<file path="src/gcpm_pkg.sv">
// shared types and constants of the closest pair matcher
package gcpm_pkg;

  localparam int RESULT_CAP = 64;
  localparam int KW = $clog2(RESULT_CAP + 1);

  typedef enum logic [3:0] {
    ST_LOAD,
    ST_ROWA,
    ST_ROWB,
    ST_PAIR,
    ST_DRAIN,
    ST_DECIDE,
    ST_REM,
    ST_REMW,
    ST_LSCAN,
    ST_LGET,
    ST_FINAL
  } state_t;

  typedef enum logic [1:0] {
    RD_ROW,
    RD_COL,
    RD_SCAN
  } rsel_t;

  typedef struct packed {
    rsel_t rsel;
    logic  load;
    logic  scan_init;
    logic  row_next;
    logic  row_latch;
    logic  pair_issue;
    logic  scan_reset;
    logic  scan_inc;
    logic  rem_issue;
    logic  push;
    logic  push_last;
    logic  set_pair;
    logic  set_single;
    logic  clear;
  } cmd_t;

  typedef struct packed {
    logic row_last;
    logic a_alive;
    logic col_last;
    logic pipe_busy;
    logic found;
    logic pend_valid;
    logic out_free;
    logic cap_next;
    logic m_last;
    logic m_alive;
  } sts_t;

endpackage

</file>
<file path="src/gcpm_ctrl.sv">
// controller state machine of the closest pair matcher
module gcpm_ctrl (
  input  logic          clk,
  input  logic          rst,
  input  logic          s_tvalid,
  input  logic          s_tlast,
  output logic          s_tready,
  input  gcpm_pkg::sts_t sts,
  output gcpm_pkg::cmd_t cmd
);

  gcpm_pkg::state_t state, state_next;

  always_ff @(posedge clk) begin
    if (rst) begin
      state <= gcpm_pkg::ST_LOAD;
    end else begin
      state <= state_next;
    end
  end

  always_comb begin
    state_next = state;
    cmd = '0;
    cmd.rsel = gcpm_pkg::RD_ROW;
    s_tready = 1'b0;
    case (state)
      gcpm_pkg::ST_LOAD: begin
        s_tready = 1'b1;
        if (s_tvalid) begin
          cmd.load = 1'b1;
          if (s_tlast) begin
            cmd.scan_init = 1'b1;
            state_next = gcpm_pkg::ST_ROWA;
          end
        end
      end
      gcpm_pkg::ST_ROWA: begin
        if (sts.row_last) begin
          state_next = gcpm_pkg::ST_DRAIN;
        end else if (!sts.a_alive) begin
          cmd.row_next = 1'b1;
        end else begin
          state_next = gcpm_pkg::ST_ROWB;
        end
      end
      gcpm_pkg::ST_ROWB: begin
        cmd.row_latch = 1'b1;
        state_next = gcpm_pkg::ST_PAIR;
      end
      gcpm_pkg::ST_PAIR: begin
        cmd.rsel = gcpm_pkg::RD_COL;
        cmd.pair_issue = 1'b1;
        if (sts.col_last) begin
          cmd.row_next = 1'b1;
          state_next = gcpm_pkg::ST_ROWA;
        end
      end
      gcpm_pkg::ST_DRAIN: begin
        if (!sts.pipe_busy) begin
          state_next = gcpm_pkg::ST_DECIDE;
        end
      end
      gcpm_pkg::ST_DECIDE: begin
        if (!sts.found) begin
          cmd.scan_reset = 1'b1;
          state_next = gcpm_pkg::ST_LSCAN;
        end else if (!sts.pend_valid || sts.out_free) begin
          cmd.push = sts.pend_valid;
          cmd.set_pair = 1'b1;
          if (sts.cap_next) begin
            state_next = gcpm_pkg::ST_FINAL;
          end else begin
            cmd.scan_reset = 1'b1;
            state_next = gcpm_pkg::ST_REM;
          end
        end
      end
      gcpm_pkg::ST_REM: begin
        cmd.rsel = gcpm_pkg::RD_SCAN;
        cmd.rem_issue = 1'b1;
        cmd.scan_inc = 1'b1;
        if (sts.m_last) begin
          state_next = gcpm_pkg::ST_REMW;
        end
      end
      gcpm_pkg::ST_REMW: begin
        cmd.scan_init = 1'b1;
        state_next = gcpm_pkg::ST_ROWA;
      end
      gcpm_pkg::ST_LSCAN: begin
        cmd.rsel = gcpm_pkg::RD_SCAN;
        if (sts.m_alive) begin
          state_next = gcpm_pkg::ST_LGET;
        end else if (sts.m_last) begin
          state_next = gcpm_pkg::ST_FINAL;
        end else begin
          cmd.scan_inc = 1'b1;
        end
      end
      gcpm_pkg::ST_LGET: begin
        cmd.rsel = gcpm_pkg::RD_SCAN;
        if (!sts.pend_valid || sts.out_free) begin
          cmd.push = sts.pend_valid;
          cmd.set_single = 1'b1;
          state_next = gcpm_pkg::ST_FINAL;
        end
      end
      gcpm_pkg::ST_FINAL: begin
        if (sts.out_free) begin
          cmd.push = 1'b1;
          cmd.push_last = 1'b1;
          cmd.clear = 1'b1;
          state_next = gcpm_pkg::ST_LOAD;
        end
      end
      default: begin
        state_next = gcpm_pkg::ST_LOAD;
      end
    endcase
  end

endmodule

</file>
<file path="src/gcpm_datapath.sv">
// point store, pair distance pipeline, removal and result registers
module gcpm_datapath #(
  parameter int MAX_POINTS = 64,
  parameter int COORD_BITS = 16
) (
  input  logic           clk,
  input  logic           rst,
  input  gcpm_pkg::cmd_t cmd,
  output gcpm_pkg::sts_t sts,
  input  logic [31:0]    s_tdata,
  output logic           m_tvalid,
  input  logic           m_tready,
  output logic [63:0]    m_tdata,
  output logic           m_tuser,
  output logic           m_tlast
);

  localparam int IW = (MAX_POINTS > 1) ? $clog2(MAX_POINTS) : 1;
  localparam int CW = $clog2(MAX_POINTS + 1);
  localparam int CB = COORD_BITS;
  localparam int DW = 2 * CB + 1;

  logic [2*CB-1:0] mem [MAX_POINTS];
  logic [2*CB-1:0] rdata;
  logic [IW-1:0]   raddr;

  logic [CW-1:0]         count;
  logic [MAX_POINTS-1:0] alive;
  logic [IW-1:0]         ci, cj, cm, ia, rm;
  logic [CB-1:0]         ax, ay, rx, ry;
  logic                  rv;

  logic          v1, v2, v3;
  logic [IW-1:0] ib1, ia2, ib2, ia3, ib3;
  logic [CB-1:0] dx, dy, ax2, ay2, bx2, by2, ax3, ay3, bx3, by3;
  logic [2*CB-1:0] sqx, sqy;

  logic          found;
  logic [DW-1:0] best;
  logic [CB-1:0] lx, ly, hx, hy;
  logic [IW-1:0] li, hi;

  logic          pend_valid;
  logic [CB-1:0] pfx, pfy, psx, psy;
  logic          pu;
  logic [gcpm_pkg::KW-1:0] k;

  logic [DW-1:0] d;
  logic          b_first, better, swap;
  logic [CB-1:0] cx_lo, cy_lo, cx_hi, cy_hi;
  logic [IW-1:0] ci_lo, ci_hi;

  function automatic logic sorts_ahead(input logic [CB-1:0] x0, input logic [CB-1:0] y0,
                                       input logic [IW-1:0] i0, input logic [CB-1:0] x1,
                                       input logic [CB-1:0] y1, input logic [IW-1:0] i1);
    sorts_ahead = (x0 < x1) || ((x0 == x1) && (y0 < y1)) ||
                  ((x0 == x1) && (y0 == y1) && (i0 < i1));
  endfunction

  assign rx = rdata[CB-1:0];
  assign ry = rdata[2*CB-1:CB];

  always_comb begin
    case (cmd.rsel)
      gcpm_pkg::RD_COL:  raddr = cj;
      gcpm_pkg::RD_SCAN: raddr = cm;
      default:           raddr = ci;
    endcase
  end

  always_ff @(posedge clk) begin
    if (cmd.load && (count < CW'(MAX_POINTS))) begin
      mem[count[IW-1:0]] <= {CB'(s_tdata[31:16]), CB'(s_tdata[15:0])};
    end
    rdata <= mem[raddr];
  end

  // distance and tie order of the pair at the end of the pipeline
  always_comb begin
    d = DW'(sqx) + DW'(sqy);
    b_first = (bx3 < ax3) || ((bx3 == ax3) && (by3 < ay3));
    cx_lo = b_first ? bx3 : ax3;
    cy_lo = b_first ? by3 : ay3;
    ci_lo = b_first ? ib3 : ia3;
    cx_hi = b_first ? ax3 : bx3;
    cy_hi = b_first ? ay3 : by3;
    ci_hi = b_first ? ia3 : ib3;
    better = !found || (d < best) ||
             ((d == best) && (sorts_ahead(cx_lo, cy_lo, ci_lo, lx, ly, li) ||
              ((ci_lo == li) && sorts_ahead(cx_hi, cy_hi, ci_hi, hx, hy, hi))));
    swap = (hy < ly) || ((hy == ly) && (hx < lx));
  end

  always_ff @(posedge clk) begin
    ib1 <= cj;
    dx  <= (ax > rx) ? ax - rx : rx - ax;
    dy  <= (ay > ry) ? ay - ry : ry - ay;
    ax2 <= ax;
    ay2 <= ay;
    ia2 <= ia;
    bx2 <= rx;
    by2 <= ry;
    ib2 <= ib1;
    sqx <= dx * dx;
    sqy <= dy * dy;
    ax3 <= ax2;
    ay3 <= ay2;
    ia3 <= ia2;
    bx3 <= bx2;
    by3 <= by2;
    ib3 <= ib2;
    rm  <= cm;
    if (cmd.row_latch) begin
      ax <= rx;
      ay <= ry;
      ia <= ci;
    end
    if (v3 && better) begin
      best <= d;
      lx <= cx_lo;
      ly <= cy_lo;
      li <= ci_lo;
      hx <= cx_hi;
      hy <= cy_hi;
      hi <= ci_hi;
    end
    if (cmd.set_pair) begin
      pfx <= swap ? hx : lx;
      pfy <= swap ? hy : ly;
      psx <= swap ? lx : hx;
      psy <= swap ? ly : hy;
      pu  <= 1'b0;
    end else if (cmd.set_single) begin
      pfx <= rx;
      pfy <= ry;
      psx <= '0;
      psy <= '0;
      pu  <= 1'b1;
    end
    if (cmd.push) begin
      m_tdata <= {16'(psy), 16'(psx), 16'(pfy), 16'(pfx)};
      m_tuser <= pu;
      m_tlast <= cmd.push_last;
    end
  end

  always_ff @(posedge clk) begin
    if (rst) begin
      count      <= '0;
      alive      <= '0;
      ci         <= '0;
      cj         <= '0;
      cm         <= '0;
      v1         <= 1'b0;
      v2         <= 1'b0;
      v3         <= 1'b0;
      rv         <= 1'b0;
      found      <= 1'b0;
      pend_valid <= 1'b0;
      k          <= '0;
      m_tvalid   <= 1'b0;
    end else begin
      v1 <= cmd.pair_issue && alive[cj];
      v2 <= v1;
      v3 <= v2;
      rv <= cmd.rem_issue;
      if (cmd.load && (count < CW'(MAX_POINTS))) begin
        alive[count[IW-1:0]] <= 1'b1;
        count <= count + 1'b1;
      end
      if (rv && ((rdata == {ly, lx}) || (rdata == {hy, hx}))) begin
        alive[rm] <= 1'b0;
      end
      if (cmd.scan_init) begin
        ci <= '0;
        found <= 1'b0;
      end else if (cmd.row_next) begin
        ci <= ci + 1'b1;
      end
      if (cmd.row_latch) begin
        cj <= ci + 1'b1;
      end else if (cmd.pair_issue) begin
        cj <= cj + 1'b1;
      end
      if (v3) begin
        found <= 1'b1;
      end
      if (cmd.scan_reset) begin
        cm <= '0;
      end else if (cmd.scan_inc) begin
        cm <= cm + 1'b1;
      end
      if (cmd.set_pair || cmd.set_single) begin
        pend_valid <= 1'b1;
        k <= k + 1'b1;
      end else if (cmd.push) begin
        pend_valid <= 1'b0;
      end
      if (cmd.push) begin
        m_tvalid <= 1'b1;
      end else if (m_tready) begin
        m_tvalid <= 1'b0;
      end
      if (cmd.clear) begin
        count <= '0;
        alive <= '0;
        k     <= '0;
      end
    end
  end

  always_comb begin
    sts.row_last   = (CW'(ci) + 1'b1) >= count;
    sts.a_alive    = alive[ci];
    sts.col_last   = (CW'(cj) + 1'b1) >= count;
    sts.pipe_busy  = v1 || v2 || v3;
    sts.found      = found;
    sts.pend_valid = pend_valid;
    sts.out_free   = !m_tvalid || m_tready;
    sts.cap_next   = k == gcpm_pkg::KW'(gcpm_pkg::RESULT_CAP - 1);
    sts.m_last     = (CW'(cm) + 1'b1) >= count;
    sts.m_alive    = alive[cm];
  end

endmodule

</file>
<file path="src/greedy_closest_pair_matcher_top.sv">
// top level of the greedy closest pair matcher
//
// points enter on the s_ side, one per item, x in s_tdata[15:0] and y in
// s_tdata[31:16]; s_tlast marks the last point of a set and starts matching.
// up to MAX_POINTS points are kept, later ones of the same set are dropped.
// results leave on the m_ side, one pair per item with the lower-y point
// first; a lone leftover point comes with m_tuser set and zero second point.
// m_tlast marks the final result of the set.
// during loading every valid point is taken. each matching pass walks the
// rows of the held points, skipping removed rows, and feeds each live row
// point against every later index, one pair per cycle, through a distance
// pipeline; a drain of that pipeline, a decision and a removal pass over
// all held points follow each result. s_tready stays low from the last point
// until the final result has been handed to the output register.
// a stall on m_tready holds the output register and the matcher waits
// before it overwrites it. reset empties the set and drops any result.
module greedy_closest_pair_matcher_top #(
  parameter int MAX_POINTS = 64,
  parameter int COORD_BITS = 16
) (
  input  logic        clk,
  input  logic        rst,
  input  logic        s_tvalid,
  output logic        s_tready,
  input  logic [31:0] s_tdata,   // x_coord, y_coord
  input  logic        s_tlast,   // last_point
  output logic        m_tvalid,
  input  logic        m_tready,
  output logic [63:0] m_tdata,   // first_x, first_y, second_x, second_y
  output logic        m_tuser,   // is_unconnected
  output logic        m_tlast    // last_result
);

  gcpm_pkg::cmd_t cmd;
  gcpm_pkg::sts_t sts;

  gcpm_ctrl u_ctrl (
    .clk      (clk),
    .rst      (rst),
    .s_tvalid (s_tvalid),
    .s_tlast  (s_tlast),
    .s_tready (s_tready),
    .sts      (sts),
    .cmd      (cmd)
  );

  gcpm_datapath #(
    .MAX_POINTS (MAX_POINTS),
    .COORD_BITS (COORD_BITS)
  ) u_dp (
    .clk      (clk),
    .rst      (rst),
    .cmd      (cmd),
    .sts      (sts),
    .s_tdata  (s_tdata),
    .m_tvalid (m_tvalid),
    .m_tready (m_tready),
    .m_tdata  (m_tdata),
    .m_tuser  (m_tuser),
    .m_tlast  (m_tlast)
  );

endmodule

</file>
<file path="config.mk">
export PLATFORM = sky130hd
export DESIGN_NAME = greedy_closest_pair_matcher_top
export DESIGN_NICKNAME = d
export VERILOG_FILES = /design/src/gcpm_pkg.sv /design/src/gcpm_ctrl.sv /design/src/gcpm_datapath.sv /design/src/greedy_closest_pair_matcher_top.sv
export SDC_FILE = /design/constraint.sdc
export NUM_CORES = 2
export LEC_CHECK = 0
export ABC_CLOCK_PERIOD_IN_PS = 28200
export BUFFER_PORTS_ARGS = -buffer_cell sky130_fd_sc_hd__buf_2
export CORE_ASPECT_RATIO = 1.75
export CORE_MARGIN = 3
export CORE_UTILIZATION = 50
export CTS_CLUSTER_SIZE = 10
export DETAILED_ROUTE_END_ITERATION = 16
export HOLD_SLACK_MARGIN = 0.12
export PLACE_DENSITY = 0.65
export SYNTH_ARGS = -nofsm -noshare
export SYNTH_HDL_FRONTEND = slang
export SYNTH_SLANG_ARGS = --single-unit
</file>
<file path="constraint.sdc">
create_clock -name clk -period 28.2 [get_ports clk]
set_clock_uncertainty 0.2 [all_clocks]
set_input_delay 5.64 -clock clk [delete_from_list [all_inputs] [get_ports clk]]
set_output_delay 5.64 -clock clk [all_outputs]
set_load 0.005 [all_outputs]
</file>
==> results.toml <==
[status]
outcome = "finished, final reports clean"

[yosys]
synth_top_family_by_area = "multiplexers"
synth_nets = 8635
ys_async_sr_fraction_pct = 0
ys_warn_count = 0
synthAdderAreaFrac_pct = 10.24
ys_seq_area_share_pct = 62.49
yosysUniqueCellTypes = 79
synthCells = 7778
yosysTopAreaCellShare_pct = 56.09
yosys.area_share.simple_pct = 4.415
synthMuxAreaShare_pct = 12.50
synth_edf_count = 2325
ys_seq_elements = 2723
synthXorXnorAreaFrac_pct = 1.471
synth_area_leaders = "edfxtp_1 56%, mux4_2 10%, dfxtp_1 6.4%"
synth_compound_area_share_pct = 5.685
synth_flop_cell = "edfxtp_1"
yosysTopAreaCell = "edfxtp_1"
syn-cell-area_um2 = 124500
avgSynthCellArea_um2 = 16.00

[clocking]
cts_root_buf = "clkbuf_16"
h-tree-depth = 5
cts_tree = "done"
cts_buffers = 316
clock_path_buffers = 4
holdBufCountCts = 5
clock_latency_ns = 0.88
numClockSinks = 2723
cts_setup_buffers = 0
clk_pin_slew_worst_paths_ns = 0.06
cts-resized-gates = 0

[setup_path]
worstPathArrival_ns = 8.79
path_max_fanout = 33
path_cells = "buf_2 -> nand2_1 -> nor3_2 -> nand3_1 -> nor2_4"
slowest_delay_ns = 1.29
cp_data_required_time_ns = 28.43
cp_num_buf_inv = 1
crit_family = "simple AND/OR/NAND/NOR gates"
cp_slowest_cell = "nor2_4"
start_kind = "input port"
criticalPathCategory = "input port to flop"
endpoint_kind = "flop"

[detailed_routing]
wl_per_cell_um = 29.62
via_count = 68068
vias_per_cell = 5.955
first_pass_iters = 5
wirelength_um = 338600
drtAntennaViolNets = 0
drtIter0Drc = 5491
drcViolationCount = 0

[die]
std_cell_rows = 241
fp.dieH_um = 666.1
die-area_um2 = 255200
initial_core_util_pct = 50.40
core_area_um2 = 247000
ios = 105
die_w_um = 383.2

[final_layout]
layout-drive-gt1-share_pct = 17.10
layout_common_cells = "2325 x edfxtp_1, 672 x inv_1, 566 x mux4_2, 488 x ha_1, 398 x dfxtp_1"
final_nets = 8856
final_common_cell = "edfxtp_1"
syn2layout_area_growth_pct = 11.20
finish.utilization_pct = 56.05
fillers = 19093
instances_no_fill = 11430

[placement]
port_buffers = 104
placed_cells = 10956
hpwl_um = 227300
gp_congestion = 0.9493

[timing]
setup_viol = 0
max_freq_mhz = 116.7
tightest_slew_ns = 1.423
relSlewSlack_pct = 4.552
hold_ws_ns = 0.1196
hold_viol_final = 0
fin_crit_sh_pct = 30.38
slew_viol_final = 0
min_period_ns = 8.566
tns_ns = 0
rsz0062_at_grt = "false"

[min_path]
hold_path.class = "flop to flop"

[global_route]
antenna_found_initial = 4
grt_max_degree = 129
grt_pass1_wl_um = 489700
grt_pass1_vias = 71637
grtUsageTotal_pct = 26.63
grt.overflow.total = 0

[job]
drv_cap = 0
==> metrics by stage <==
stage / area (um^2) / setup WS (ns)
6_report: 138400 / 19.63
3_3_place_gp: 129500 / 18.89
2_1_floorplan: 124500 / 15.83
3_5_place_dp: 129500 / 18.85
5_1_grt: 138400 / 19.52
4_1_cts: 138400 / 19.74
==> kinds of logic (layout without fill, tap and decap cells) <==
family,after synthesis,in the layout
compound gates,1055,1055
xor+xnor,209,209
fa+ha+maj,820,820
buf+inv,1015,1384
flops,2723,2723
mux,840,840
other cells,0,3
simple gates,1116,1116
==> worst paths after layout <==
kind / end / depth (start not counted) / start / slack, ns
setup / recovery: u_dp.mem[21][22]$_DFFE_PP_ / 5 / s_tvalid / 19.63
hold / removal: u_dp.ax3[2]$_DFF_P_ / 0 / u_dp.ax2[2]$_DFF_P_ / 0.12
setup reg to reg: u_dp.rdata[26]$_DFF_P_ / 16 / u_ctrl.state[2]$_SDFFE_PP0P_ / 20.59
hold reg to reg: u_dp.ax3[2]$_DFF_P_ / 0 / u_dp.ax2[2]$_DFF_P_ / 0.12
==> cell type report <==
class | count | area (um^2) | area share (%)
clock buffer | 447 | 8642 | 6.243
tap | 3280 | 4104 | 2.965
clock inverter | 19 | 222.7 | 0.1609
sequential | 2723 | 77780 | 56.19
antenna | 3 | 7.507 | 0.005423
multi-input combinational | 4040 | 43400 | 31.35
inverter | 674 | 2530 | 1.828
timing repair buffer | 244 | 1737 | 1.255
==> state kept, by name, indices dropped and copies added (netlist names), 31 cells and up <==
register      count
u_dp.rdata       32
u_dp.mem       2048
u_dp.sqx         31
u_dp.sqy         31
u_dp.best        33
u_dp.m_tdata     64
u_dp.alive       64
==> synth_stat cells (all sizes together) (9+ instances only) <==
| library cell | n |
|---|---|
| o21a | 27 |
| xor2 | 102 |
| nand2b | 26 |
| nand4 | 55 |
| edfxtp | 2325 |
| o21bai | 22 |
| o221a | 64 |
| a21boi | 9 |
| clkbuf | 190 |
| fa | 332 |
| and3 | 19 |
| nor2 | 272 |
| nor4 | 26 |
| or3 | 15 |
| o21ai | 161 |
| nand2 | 309 |
| and2 | 90 |
| o211ai | 16 |
| dfxtp | 398 |
| a22oi | 10 |
| inv | 674 |
| mux2i | 222 |
| nor3 | 36 |
| ha | 488 |
| a31oi | 17 |
| nand3 | 53 |
| a211oi | 247 |
| or2 | 15 |
| a21oi | 301 |
| a21o | 100 |
| nor2b | 174 |
| xnor2 | 107 |
| buf | 151 |
| mux2 | 52 |
| mux4 | 566 |
==> layer usage <==
metal | global-route usage [%] | vias to the layer above | routed length (um)
met3 | 3.285 | 682 | 17020
met4 | 18.68 | 2 | 28750
met2 | 47.56 | 2285 | 178300
met1 | 29.33 | 35278 | 114500
li1 | - | 29821 | -
met5 | 0 | - | 11
Power is not shown: default switching activity piles up to over one toggle a cycle in this logic, so the estimate is an artifact.
